[src/hw/rtl/qrr_pkg.sv]
// ----------------------------------------------------------------------------
// qrr_pkg - shared types and constants of the four-queue merge
// Command format between front and back, opcode, status and heading codes.
// ----------------------------------------------------------------------------
package qrr_pkg;

	localparam int QUEUE_DEPTH_DEF = 16;
	localparam int NUM_QUEUES      = 4;

	// input opcodes
	localparam logic [1:0] OP_SET   = 2'd0;
	localparam logic [1:0] OP_ENQ   = 2'd1;
	localparam logic [1:0] OP_DRAIN = 2'd2;

	// result status codes
	localparam logic [1:0] ST_PLANE = 2'd0;
	localparam logic [1:0] ST_EMPTY = 2'd1;
	localparam logic [1:0] ST_FULL  = 2'd2;

	// heading codes
	localparam logic [2:0] HD_NONE  = 3'd0;
	localparam logic [2:0] HD_WEST  = 3'd1;
	localparam logic [2:0] HD_SOUTH = 3'd2;
	localparam logic [2:0] HD_NORTH = 3'd3;
	localparam logic [2:0] HD_EAST  = 3'd4;

	typedef enum logic [1:0] {
		CMD_SET,
		CMD_ENQ,
		CMD_DRAIN
	} cmd_kind_t;

	typedef struct packed {
		cmd_kind_t   kind;
		logic [2:0]  heading;
		logic [31:0] text;
	} cmd_t;

	typedef struct packed {
		logic       valid;
		logic [1:0] idx;
	} queue_sel_t;

	// queues are visited west, north, south, east
	function automatic queue_sel_t heading_to_queue(input logic [2:0] code);
		queue_sel_t sel;
		sel = '0;
		unique case (code)
			HD_WEST:  sel = '{valid: 1'b1, idx: 2'd0};
			HD_NORTH: sel = '{valid: 1'b1, idx: 2'd1};
			HD_SOUTH: sel = '{valid: 1'b1, idx: 2'd2};
			HD_EAST:  sel = '{valid: 1'b1, idx: 2'd3};
			default:  sel = '0;
		endcase
		return sel;
	endfunction

	function automatic logic [2:0] queue_to_heading(input logic [1:0] idx);
		logic [2:0] code;
		code = HD_NONE;
		unique case (idx)
			2'd0:    code = HD_WEST;
			2'd1:    code = HD_NORTH;
			2'd2:    code = HD_SOUTH;
			default: code = HD_EAST;
		endcase
		return code;
	endfunction

endpackage

[src/hw/rtl/qrr_front.sv]
// ----------------------------------------------------------------------------
// qrr_front - input decode and command queue
// Accepts input beats, turns them into commands and holds up to two of them
// for the back end; unused opcodes are taken and dropped.
// ----------------------------------------------------------------------------
module qrr_front (
	input  logic              clk,
	input  logic              arst_n,
	input  logic              in_valid,
	output logic              in_ready,
	input  logic [1:0]        in_opcode,
	input  logic [2:0]        in_heading,
	input  logic [31:0]       in_text,
	output logic              cmd_valid,
	input  logic              cmd_ready,
	output qrr_pkg::cmd_t     cmd
);

	qrr_pkg::cmd_t cmd_q [2];
	logic          wr_ptr_q;
	logic          rd_ptr_q;
	logic [1:0]    fill_q;

	qrr_pkg::cmd_t dec_cmd;
	logic          dec_ok;
	logic          push;
	logic          pop;

	always_comb begin
		dec_ok          = 1'b1;
		dec_cmd.kind    = qrr_pkg::CMD_SET;
		dec_cmd.heading = in_heading;
		dec_cmd.text    = in_text;
		unique case (in_opcode)
			qrr_pkg::OP_SET:   dec_cmd.kind = qrr_pkg::CMD_SET;
			qrr_pkg::OP_ENQ:   dec_cmd.kind = qrr_pkg::CMD_ENQ;
			qrr_pkg::OP_DRAIN: dec_cmd.kind = qrr_pkg::CMD_DRAIN;
			default:           dec_ok = 1'b0;
		endcase
	end

	assign in_ready  = (fill_q != 2'd2);
	assign cmd_valid = (fill_q != 2'd0);
	assign cmd       = cmd_q[rd_ptr_q];
	assign push      = in_valid && in_ready && dec_ok;
	assign pop       = cmd_valid && cmd_ready;

	always_ff @(posedge clk or negedge arst_n) begin
		if (!arst_n) begin
			wr_ptr_q <= 1'b0;
			rd_ptr_q <= 1'b0;
			fill_q   <= 2'd0;
		end else begin
			if (push)
				wr_ptr_q <= ~wr_ptr_q;
			if (pop)
				rd_ptr_q <= ~rd_ptr_q;
			case ({push, pop})
				2'b10:   fill_q <= fill_q + 2'd1;
				2'b01:   fill_q <= fill_q - 2'd1;
				default: fill_q <= fill_q;
			endcase
		end
	end

	always_ff @(posedge clk) begin
		if (push)
			cmd_q[wr_ptr_q] <= dec_cmd;
	end

endmodule

[src/hw/rtl/qrr_back.sv]
// ----------------------------------------------------------------------------
// qrr_back - queue store, heading state and drain sequencer
// Runs commands from the front: heading updates, appends into the shared
// plane store and the round-robin drain through a one-beat output register.
// ----------------------------------------------------------------------------
module qrr_back #(
	parameter int QUEUE_DEPTH = qrr_pkg::QUEUE_DEPTH_DEF
) (
	input  logic          clk,
	input  logic          arst_n,
	input  logic          cmd_valid,
	output logic          cmd_ready,
	input  qrr_pkg::cmd_t cmd,
	output logic          out_valid,
	input  logic          out_ready,
	output logic [31:0]   out_plane,
	output logic [2:0]    out_heading,
	output logic [1:0]    out_status,
	output logic          out_last
);

	localparam int CW    = $clog2(QUEUE_DEPTH + 1);
	localparam int DEPTH = qrr_pkg::NUM_QUEUES * QUEUE_DEPTH;
	localparam int AW    = $clog2(DEPTH);

	typedef enum logic [1:0] {
		S_IDLE,
		S_SCAN,
		S_LOAD
	} state_t;

	state_t      state_q;
	logic [CW-1:0] count_q [qrr_pkg::NUM_QUEUES];
	logic [2:0]  heading_q;
	logic [CW-1:0] round_q;
	logic [1:0]  qsel_q;
	logic        pend_last_q;
	logic        out_valid_q;
	logic [31:0] out_plane_q;
	logic [2:0]  out_heading_q;
	logic [1:0]  out_status_q;
	logic        out_last_q;

	logic [31:0] store_q [DEPTH];
	logic [31:0] rd_data_q;

	logic          out_free;
	logic          out_load;
	logic [CW-1:0] max_cnt;
	logic          later_any;
	logic          scan_last;
	logic          scan_hit;
	logic          scan_done;
	qrr_pkg::queue_sel_t enq_sel;
	qrr_pkg::queue_sel_t set_sel;
	logic          enq_full;
	logic          mem_we;
	logic [AW-1:0] mem_waddr;
	logic          mem_re;
	logic [AW-1:0] mem_raddr;

	assign out_free = !out_valid_q || out_ready;
	assign enq_sel  = qrr_pkg::heading_to_queue(heading_q);
	assign set_sel  = qrr_pkg::heading_to_queue(cmd.heading);
	assign enq_full = (count_q[enq_sel.idx] == CW'(QUEUE_DEPTH));

	always_comb begin
		max_cnt   = '0;
		later_any = 1'b0;
		for (int q = 0; q < qrr_pkg::NUM_QUEUES; q++) begin
			if (count_q[q] > max_cnt)
				max_cnt = count_q[q];
			if (2'(q) > qsel_q && count_q[q] > round_q)
				later_any = 1'b1;
		end
	end

	assign scan_done = (round_q >= max_cnt);
	assign scan_hit  = (count_q[qsel_q] > round_q);
	// last plane: no later round and no later queue in this round holds one
	assign scan_last = ((round_q + CW'(1)) >= max_cnt) && !later_any;

	always_comb begin
		cmd_ready = 1'b0;
		if (state_q == S_IDLE && cmd_valid) begin
			cmd_ready = 1'b1;
			if (cmd.kind == qrr_pkg::CMD_ENQ && enq_sel.valid && enq_full)
				cmd_ready = out_free;
		end
	end

	// a new beat enters the output register this cycle
	assign out_load = ((state_q == S_IDLE) && cmd_valid && cmd.kind == qrr_pkg::CMD_ENQ
			&& enq_sel.valid && enq_full && out_free)
		|| ((state_q == S_SCAN) && scan_done && max_cnt == '0 && out_free)
		|| ((state_q == S_LOAD) && out_free);

	assign mem_we    = (state_q == S_IDLE) && cmd_valid && cmd.kind == qrr_pkg::CMD_ENQ
		&& enq_sel.valid && !enq_full;
	assign mem_waddr = AW'(enq_sel.idx) * AW'(QUEUE_DEPTH) + AW'(count_q[enq_sel.idx]);
	assign mem_re    = (state_q == S_SCAN) && !scan_done && scan_hit;
	assign mem_raddr = AW'(qsel_q) * AW'(QUEUE_DEPTH) + AW'(round_q);

	always_ff @(posedge clk) begin
		if (mem_we)
			store_q[mem_waddr] <= cmd.text;
		if (mem_re)
			rd_data_q <= store_q[mem_raddr];
	end

	always_ff @(posedge clk or negedge arst_n) begin
		if (!arst_n) begin
			state_q     <= S_IDLE;
			heading_q   <= qrr_pkg::HD_NONE;
			round_q     <= '0;
			qsel_q      <= 2'd0;
			pend_last_q <= 1'b0;
			out_valid_q <= 1'b0;
			out_plane_q   <= '0;
			out_heading_q <= qrr_pkg::HD_NONE;
			out_status_q  <= qrr_pkg::ST_PLANE;
			out_last_q    <= 1'b0;
			for (int q = 0; q < qrr_pkg::NUM_QUEUES; q++)
				count_q[q] <= '0;
		end else begin
			if (out_load)
				out_valid_q <= 1'b1;
			else if (out_ready)
				out_valid_q <= 1'b0;
			unique case (state_q)
				S_IDLE: begin
					if (cmd_valid) begin
						unique case (cmd.kind)
							qrr_pkg::CMD_SET: begin
								heading_q <= set_sel.valid ?
									cmd.heading : qrr_pkg::HD_NONE;
							end
							qrr_pkg::CMD_ENQ: begin
								if (enq_sel.valid && !enq_full) begin
									count_q[enq_sel.idx] <= count_q[enq_sel.idx] + CW'(1);
								end else if (enq_sel.valid && out_free) begin
									out_plane_q   <= cmd.text;
									out_heading_q <= heading_q;
									out_status_q  <= qrr_pkg::ST_FULL;
									out_last_q    <= 1'b1;
								end
							end
							qrr_pkg::CMD_DRAIN: begin
								round_q <= '0;
								qsel_q  <= 2'd0;
								state_q <= S_SCAN;
							end
							default: state_q <= S_IDLE;
						endcase
					end
				end
				S_SCAN: begin
					if (scan_done) begin
						if (max_cnt != '0 || out_free) begin
							if (max_cnt == '0) begin
								out_plane_q   <= '0;
								out_heading_q <= qrr_pkg::HD_NONE;
								out_status_q  <= qrr_pkg::ST_EMPTY;
								out_last_q    <= 1'b1;
							end
							for (int q = 0; q < qrr_pkg::NUM_QUEUES; q++)
								count_q[q] <= '0;
							heading_q <= qrr_pkg::HD_NONE;
							state_q   <= S_IDLE;
						end
					end else if (scan_hit) begin
						pend_last_q <= scan_last;
						state_q     <= S_LOAD;
					end else begin
						qsel_q <= qsel_q + 2'd1;
						if (qsel_q == 2'd3)
							round_q <= round_q + CW'(1);
					end
				end
				S_LOAD: begin
					if (out_free) begin
						out_plane_q   <= rd_data_q;
						out_heading_q <= qrr_pkg::queue_to_heading(qsel_q);
						out_status_q  <= qrr_pkg::ST_PLANE;
						out_last_q    <= pend_last_q;
						qsel_q        <= qsel_q + 2'd1;
						if (qsel_q == 2'd3)
							round_q <= round_q + CW'(1);
						state_q <= S_SCAN;
					end
				end
				default: state_q <= S_IDLE;
			endcase
		end
	end

	assign out_valid   = out_valid_q;
	assign out_plane   = out_plane_q;
	assign out_heading = out_heading_q;
	assign out_status  = out_status_q;
	assign out_last    = out_last_q;

endmodule

[src/hw/rtl/four_queue_round_robin_merge.sv]
// order: set and enqueue take effect once the back end takes them from the command queue;
// a full-queue enqueue result is loaded as the enqueue is taken, an empty drain result from
// scan, and each drained plane is read in scan, after any empty slots, and sent from load
// throughput: one set or enqueue per cycle when idle (a full-queue enqueue also needs out_free);
// a drain reads its planes from the store read port one queue slot at a time, empty ones too
// reset: arst_n clears queues, heading and both handshakes; plane storage needs no clearing
// ----------------------------------------------------------------------------
// four_queue_round_robin_merge - four heading queues merged round robin
// Items set a heading, append planes to that heading's queue, or drain all
// queues west, north, south, east in turn with the final beat marked.
// ----------------------------------------------------------------------------
module four_queue_round_robin_merge #(
	parameter int QUEUE_DEPTH = qrr_pkg::QUEUE_DEPTH_DEF
) (
	input  logic        clk,
	input  logic        arst_n,
	input  logic        s_tvalid,
	output logic        s_tready,
	input  logic [39:0] s_tdata,   // heading_code[2:0], plane_text[34:3], zero pad
	input  logic [1:0]  s_tuser,   // opcode[1:0]
	output logic        m_tvalid,
	input  logic        m_tready,
	output logic [39:0] m_tdata,   // plane_out[31:0], from_heading[34:32], zero pad
	output logic [1:0]  m_tuser,   // status[1:0]
	output logic        m_tlast
);

	logic          cmd_valid;
	logic          cmd_ready;
	qrr_pkg::cmd_t cmd;
	logic [31:0]   plane_out;
	logic [2:0]    from_heading;

	qrr_front u_front (
		.clk        (clk),
		.arst_n     (arst_n),
		.in_valid   (s_tvalid),
		.in_ready   (s_tready),
		.in_opcode  (s_tuser),
		.in_heading (s_tdata[2:0]),
		.in_text    (s_tdata[34:3]),
		.cmd_valid  (cmd_valid),
		.cmd_ready  (cmd_ready),
		.cmd        (cmd)
	);

	qrr_back #(
		.QUEUE_DEPTH (QUEUE_DEPTH)
	) u_back (
		.clk         (clk),
		.arst_n      (arst_n),
		.cmd_valid   (cmd_valid),
		.cmd_ready   (cmd_ready),
		.cmd         (cmd),
		.out_valid   (m_tvalid),
		.out_ready   (m_tready),
		.out_plane   (plane_out),
		.out_heading (from_heading),
		.out_status  (m_tuser),
		.out_last    (m_tlast)
	);

	assign m_tdata = {5'd0, from_heading, plane_out};

`ifndef SYNTHESIS
	// input stalls only while the command queue is holding work
	a_stall_has_work: assert property (@(posedge clk) disable iff (!arst_n)
		!s_tready |-> cmd_valid)
		else $error("input stalled with empty command queue");

	// status results stand alone and always close their item
	a_status_last: assert property (@(posedge clk) disable iff (!arst_n)
		m_tvalid && m_tuser != qrr_pkg::ST_PLANE |-> m_tlast)
		else $error("status result without last");

	// an empty drain carries no plane and no heading
	a_empty_zero: assert property (@(posedge clk) disable iff (!arst_n)
		m_tvalid && m_tuser == qrr_pkg::ST_EMPTY |-> m_tdata == 40'd0)
		else $error("empty drain result carries data");
`endif

endmodule

[config.mk]
export PLATFORM = sky130hd
export DESIGN_NAME = four_queue_round_robin_merge
export DESIGN_NICKNAME = d
export VERILOG_FILES = /design/src/hw/rtl/qrr_pkg.sv /design/src/hw/rtl/qrr_front.sv /design/src/hw/rtl/qrr_back.sv /design/src/hw/rtl/four_queue_round_robin_merge.sv
export SDC_FILE = /design/constraint.sdc
export NUM_CORES = 2
export LEC_CHECK = 0
export BUFFER_PORTS_ARGS = -buffer_cell sky130_fd_sc_hd__buf_2
export CELL_PAD_IN_SITES_DETAIL_PLACEMENT = 1
export CELL_PAD_IN_SITES_GLOBAL_PLACEMENT = 1
export CORE_ASPECT_RATIO = 1.2
export CORE_MARGIN = 1.5
export CORE_UTILIZATION = 44
export CTS_BUF_LIST = sky130_fd_sc_hd__clkbuf_4
export CTS_CLUSTER_DIAMETER = 80
export DETAILED_ROUTE_END_ITERATION = 10
export GPL_ROUTABILITY_DRIVEN = 1
export PLACE_DENSITY = 0.66
export RECOVER_POWER = 25
export SLEW_MARGIN = 20
export SYNTH_ARGS = -nofsm -noshare
export SYNTH_HDL_FRONTEND = slang
export SYNTH_SLANG_ARGS = --single-unit
export TNS_END_PERCENT = 100
[constraint.sdc]
create_clock -name clk -period 12.17 [get_ports clk]
set_clock_uncertainty 0.05 [all_clocks]
set_input_delay 0 -clock clk [delete_from_list [all_inputs] [get_ports clk]]
set_output_delay 0 -clock clk [all_outputs]
set_load 0.005 [all_outputs]
# Word-level counts from Yosys, hierarchy flattened
# Memories as Yosys holds them, arrays and structs flattened. A register that Yosys moved wholly into a read port is not among the register bits.
# Cells that the tools add are included.
[op_classes]
addsub = 7
order_cmp = 18
n_mux = 99
reduce_logical = 52
bitwise = 5
n_eq_ne = 37
[ops]
columns = ["op", "count"]
rows = [
  ["32-bit 2-to-1 mux", 8],
  ["20-bit 2-to-1 mux", 5],
  ["32-bit one-hot mux with 3 select lines", 1],
  ["5-bit 2-to-1 mux", 15],
  ["5-bit greater-than comparator", 8],
  ["20-bit one-hot mux with 2 select lines", 1],
  ["3-bit 2-to-1 mux", 13],
  ["2-bit 2-to-1 mux", 18],
  ["1-bit logical AND", 25],
  ["2-bit inequality test, second input constant", 12],
  ["3-bit one-hot mux with 4 select lines", 2],
  ["1-bit 2-to-1 mux", 21],
  ["5-bit binary-select mux with 2-bit select", 2],
  ["20-bit bitwise mux", 1],
  ["2-bit one-hot mux with 3 select lines", 3],
  ["3-bit one-hot mux with 3 select lines", 2],
  ["5-bit one-hot mux with 3 select lines", 1],
  ["6-bit by 5-bit adder with 6-bit output", 2],
  ["2-bit equality test, second input constant", 6],
  ["3-bit by 2-bit equality test with 1-bit output, second input constant", 4],
  ["2-bit one-hot mux with 2 select lines", 3],
  ["6-bit AND reduction", 2],
  ["5-bit by 1-bit adder with 5-bit output, second input constant", 2],
  ["5-bit demux with 2-bit select", 1],
  ["31 further kinds", 60],
]
[totals]
mem_count = 2
word_cells = 237
output_inout_bits = 45
reg_bits = 76
inputBits = 46
mem_bits_rw = 2122
[memory_table]
columns = ["memory", "depth", "width", "read_ports", "rd_clocked_by_memory_dff", "wr", "line_no", "rtl"]
rows = [
  ["u_back.store_q", 64, 32, 1, 1, 1, "qrr_back.sv:44", "logic [31:0] store_q [DEPTH];"],
  ["u_front.cmd_q", 2, 37, 1, 0, 1, "qrr_front.sv:19", "qrr_pkg::cmd_t cmd_q [2];"],
]

# Logic depth before layout (Yosys ltp)
[depth]
word_depth = 15
mapped_depth = 30
mapped_depth_nobuf = 29

# Modules after synthesis
# Synthesis repeated with hierarchy kept, for this count alone.
[hier_totals]
cells_unflattened = 3727
hier_area_um2 = 87251.2
[modules_own_cells]
columns = ["mod", "instances", "cells_each", "area_per_inst_um2"]
rows = [
  ["qrr_back", 1, 3585, 84238.3],
  ["qrr_front", 1, 136, 2971.6],
  ["four_queue_round_robin_merge", 1, 6, 41.3],
]

# Worst setup path before layout
# No wires, ideal clock.
[synth_path]
path_kind = "register to register"
start = "register u_back.count_q[19] (netlist bit)"
end = "register u_back.pend_last_q"
required_time_ns = 11.995
arrival_ns = 7.209
stages_incl_launch_ff = 28
setup_ns = 0.125
setup_slack_ns = 4.786
n_path_buf = 0
period_less_slack_ns = 7.384
cell_sequence = "dfrtp_1 inv_1 ha_1 o21a_1 o22ai_1 a21oi_2 mux2i_1 ha_1 and3_1 nand3_1 o21ai_0 nor2_1 mux2_2 ha_1 and3_1 o21a_1 o21a_1 a21oi_1 a221oi_1 ha_1 nand2b_1 a21oi_1 nor2b_1 o21ai_0 a21o_1 nand2_1 nor2_1 mux2_2"
[synth_via]
elab_chain_len = 11
word_cells_on_any_way = 24
cone_classes = "order compare: 8; mux: 11; bitwise: 1; reduce/logical: 4"
[synth_rtl]
columns = ["element", "line_no", "rtl"]
rows = [
  ["start: declaration", "qrr_back.sv:33", "logic [CW-1:0] count_q [qrr_pkg::NUM_QUEUES];"],
  ["start signal: indexed assignment", "qrr_back.sv:140", "count_q[enq_sel.idx] <= count_q[enq_sel.idx] + CW'(1);"],
  ["5-bit by 1-bit greater-than comparator with 1-bit output", "qrr_back.sv:71", "if (count_q[q] > max_cnt)"],
  ["5-bit 2-to-1 mux", "qrr_back.sv:71", ""],
  ["5-bit greater-than comparator", "qrr_back.sv:71", ""],
  ["5-bit 2-to-1 mux", "qrr_back.sv:71", ""],
  ["5-bit greater-than comparator", "qrr_back.sv:71", ""],
  ["5-bit 2-to-1 mux", "qrr_back.sv:71", ""],
  ["5-bit greater-than comparator", "qrr_back.sv:71", ""],
  ["5-bit 2-to-1 mux", "qrr_back.sv:71", ""],
  ["5-bit >= comparator", "qrr_back.sv:78", "assign scan_done = (round_q >= max_cnt);"],
  ["1-bit inverter (no source line)", "--", ""],
  ["3-bit AND reduction (no source line)", "--", ""],
  ["end signal: assignment", "qrr_back.sv:172", "pend_last_q <= scan_last;"],
  ["end: declaration", "qrr_back.sv:37", "logic pend_last_q;"],
]
# Parallel ways exist; a longest one is shown, timed or not. The select of a mux whose other input is x is not followed.
# A chain may end at the register's enable or synchronous reset.

# Worst setup path in the final report
# Ends and elaborated chain as after synthesis.

==> results.cfg <==
[floorplanning]
initial_utilization_pct = 44.3
dieArea_um2 = 200000
die_x_um = 409
die_h_um = 490
rows = 178
io_pins = 91
design.core.area_um2 = 196000

[timing]
finalCritPeriodShare_pct = 66.7
setup_violations = 0
holdWs_ps = 221
finalMaxSlewViolations = 1978
final.setup.tns_ps = 0
post-route-min-period_ps = 8110
worstMarginPinSlew_ps = 4310
clock.fmax_mhz = 123
rsz0062_at_grt = false
hold_viol = 0
relSlewSlack_pct = -187

[logic_synthesis]
synth.avg_cell_area_um2 = 23.4
yosys.area.top_type = edfxtp_1
yosysTopAreaCellShare_pct = 74.4
synth-seq-cells = 2230
ys_warn_count = 0
synth_cells = 3716
synth_top_flop_cell = edfxtp_1
synth_area_leaders = edfxtp_1, mux4_2, dfrtp_1
synthDistinctLibCells = 66
seq_area_frac_synth_pct = 76.6
synth-edff-count = 2154
syn_area_um2 = 86900
synth-async-reset-ratio_pct = 3.41

[worst_setup_path]
regToRegStartpoint = u_back.count_q[19]$_DFFE_PN0P_
cpMostUsedCell = ha_1
slowest_stage = a221oi_1
critPathTopFamily = compound AO/OA/AOI/OAI gates
r2r_slack_ps = 4060
r2r_cells = 28
critical_path_depth = 28
critPathCapture = u_back.pend_last_q$_DFFE_PN0P_
critPathKind = flop to flop
worst-path-buf-inv = 2
worstSetupStartpointType = flop
startpoint = u_back.count_q[19]$_DFFE_PN0P_
cp_slowest_stage_delay_ps = 870
cp.arrival_ps = 9270
r2r-end = u_back.pend_last_q$_DFFE_PN0P_
endpoint_kind = flop
cp_data_required_time_ps = 13330
cp_max_fo = 33

[cts]
cts_tree = yes
insertion_delay_ps = 1350
post_cts_buffers = 0
clockBufferDepth = 4
cts.sinks = 2230
clk_pin_slew_ps = 70
root_buffer = clkbuf_4
cts-htree-levels = 6
cts_buffers = 550

[global_route]
grt_max_degree = 103
grt_first_pass_wirelength_um = 339000
grt_usage_pct = 24.0
grt-ovfl-total = 0
antenna_found_initial = 20
grt_pass1_vias = 46600

[pwr]
power.switching_mw = 8.14
p_clk_share_pct = 24.6
switching_share_pct = 34.1
p_int_mw = 15.7
combinationalPowerShare_pct = 33.8
p_leak_nw = 31.0
pwr-share-seq_pct = 41.7
peakVddDrop_v = 0.000243
p_per_area_nw_per_um2 = 241

[routing]
ant_nets = 0
drcViolationCount = 0
drt_pre_antenna_iters = 5
routedWlPerCell_um = 32.2
routed_wl_um = 238000
drtIter0Drc = 4711
via_per_inst = 5.90
route.vias.total = 43500

[run_status]
violations = max-capacitance violations, max-slew violations
status = finished with violations

[place]
dp_hpwl_um = 129000
dpl_cell_area_um2 = 91400
globalplace.congestion = 0.878
port_buffers = 80

[final_layout]
final_area_um2 = 98800
fin_nets = 4518
area_growth_pct = 13.6
drive_gt1_share_pct = 37.1

[min_path]
hold_path.class = input port to flop
min_from = s_tdata[32]

[run]
max_cap_viol_count = 31
## cell families (layout without fill, tap and decap cells)
logic type | Yosys count | count (layout) | synth area share (%)
AOI/OAI and AO/OA | 178 | 178 | 1.48
buffers and inverters | 238 | 1260 | 1.11
other | 1 | 23 | 0.00432
adders and majority gates | 60 | 60 | 0.864
and+or+nand+nor | 233 | 233 | 1.24
DFF | 2230 | 2230 | 76.6
xor gates and xnor gates | 16 | 16 | 0.161
muxes | 760 | 760 | 18.5
## final cells by class
cell class,instances,area (µm²)
clock inverters,111,533
flip-flops and latches,2230,66600
clock buffers,771,5790
inverters,48,180
well taps,2610,3270
diodes,18,45.0
multi-input cells,1252,19900
repair buffers,330,2450
fillers,17500,97400
## layer usage
| metal | up-vias | global-route usage [%] | wire length (µm) |
|---|---|---|---|
| li1 | 17600 | - | - |
| met1 | 23500 | 31.7 | 93300 |
| met2 | 2006 | 40.2 | 120000 |
| met3 | 405 | 4.59 | 16900 |
| met4 | 2 | 8.02 | 7630 |
| met5 | - | 0 | 7 |
## tightest hold or removal path: cells and delay by family
family	cells	cell delay, ps
buffers and inverters	3	1410
## power by group through the flow
stage,Sequential [mW],Clock [mW],Combinational [mW]
floorplan,9.83,0,5.20
global placement,9.97,0,7.96
detailed placement,9.99,0,8.10
CTS,9.82,6.01,8.14
global route,9.97,6.33,8.55
finish,9.94,5.86,8.05
## state kept, by name, summed over array words and instances, names as in the netlist
name,cells
u_back.pend_last_q,1
u_back.round_q,5
u_back.state_q,2
u_back.count_q,20
u_front.wr_ptr_q,1
u_front.fill_q,2
u_back.out_plane,32
u_front.cmd_q,74
u_back.rd_data_q,32
u_back.heading_q,3
u_back.store_q,2048
u_back.qsel_q,2
u_back.out_heading,3
u_back.out_valid,1
u_back.out_status,2
u_back.out_last,1
u_front.rd_ptr_q,1
## worst min-delay path by stage
| stage | end | cells after the start |
|---|---|---|
| after detailed placement | u_front.cmd_q[1][24]$_DFFE_PP_ | 1 |
| final | u_front.cmd_q[0][29]$_DFFE_PP_ | 3 |
| after global routing | u_front.cmd_q[0][29]$_DFFE_PP_ | 3 |
| after CTS | u_front.cmd_q[0][29]$_DFFE_PP_ | 3 |
| after floorplan | u_back.count_q[0]$_DFFE_PN0P_ | 0 |
| after global placement | u_front.cmd_q[1][14]$_DFFE_PP_ | 1 |
## cell usage in the layout, fill, tap and decap left out, types with 67 or more instances in the layout
cell type and instances:
mux4_2 671, edfxtp_1 2154, dlygate4sd3_1 118, nor2_4 67, dfrtp_1 71, clkbuf_4 771, clkbuf_1 72, clkinv_1 85
mux2_2 67, buf_4 100
## stage by stage
| stage | util (%) | power (mW) | std cells | worst slack, ps |
|---|---|---|---|---|
| final | 50.3 | 23.8 | 7370 | 4060 |
| after floorplan | - | 15.0 | 3720 | 4790 |
| after CTS | 50.4 | 24.0 | 7352 | 4020 |
| after global routing | 50.3 | 24.9 | 7364 | 3390 |
| after global placement | 46.6 | 17.9 | 6351 | 4060 |
| after detailed placement | 46.6 | 18.1 | 6351 | 4090 |
## synth_stat cells, types with 12 or more instances
| library cell | n |
|---|---|
| mux2i_1 | 16 |
| a21oi_1 | 26 |
| a211oi_1 | 12 |
| nand2b_1 | 12 |
| ha_1 | 60 |
| nor2b_1 | 16 |
| nand3_1 | 17 |
| buf_1 | 50 |
| o21ai_0 | 25 |
| dfrtp_1 | 76 |
| mux2_2 | 70 |
| mux4_2 | 671 |
| edfxtp_1 | 2154 |
| o22ai_1 | 24 |
| nand2_1 | 50 |
| inv_1 | 48 |
| a22o_1 | 32 |
| nor2_1 | 101 |
| clkbuf_1 | 115 |
| buf_2 | 15 |
## what timing repair did
item	4_1_cts	5_1_grt
endpoints found under the hold margin	299	0
gates resized for setup	0	0
hold buffers	119	0
Note: power is estimated with default switching activity, not from simulation.
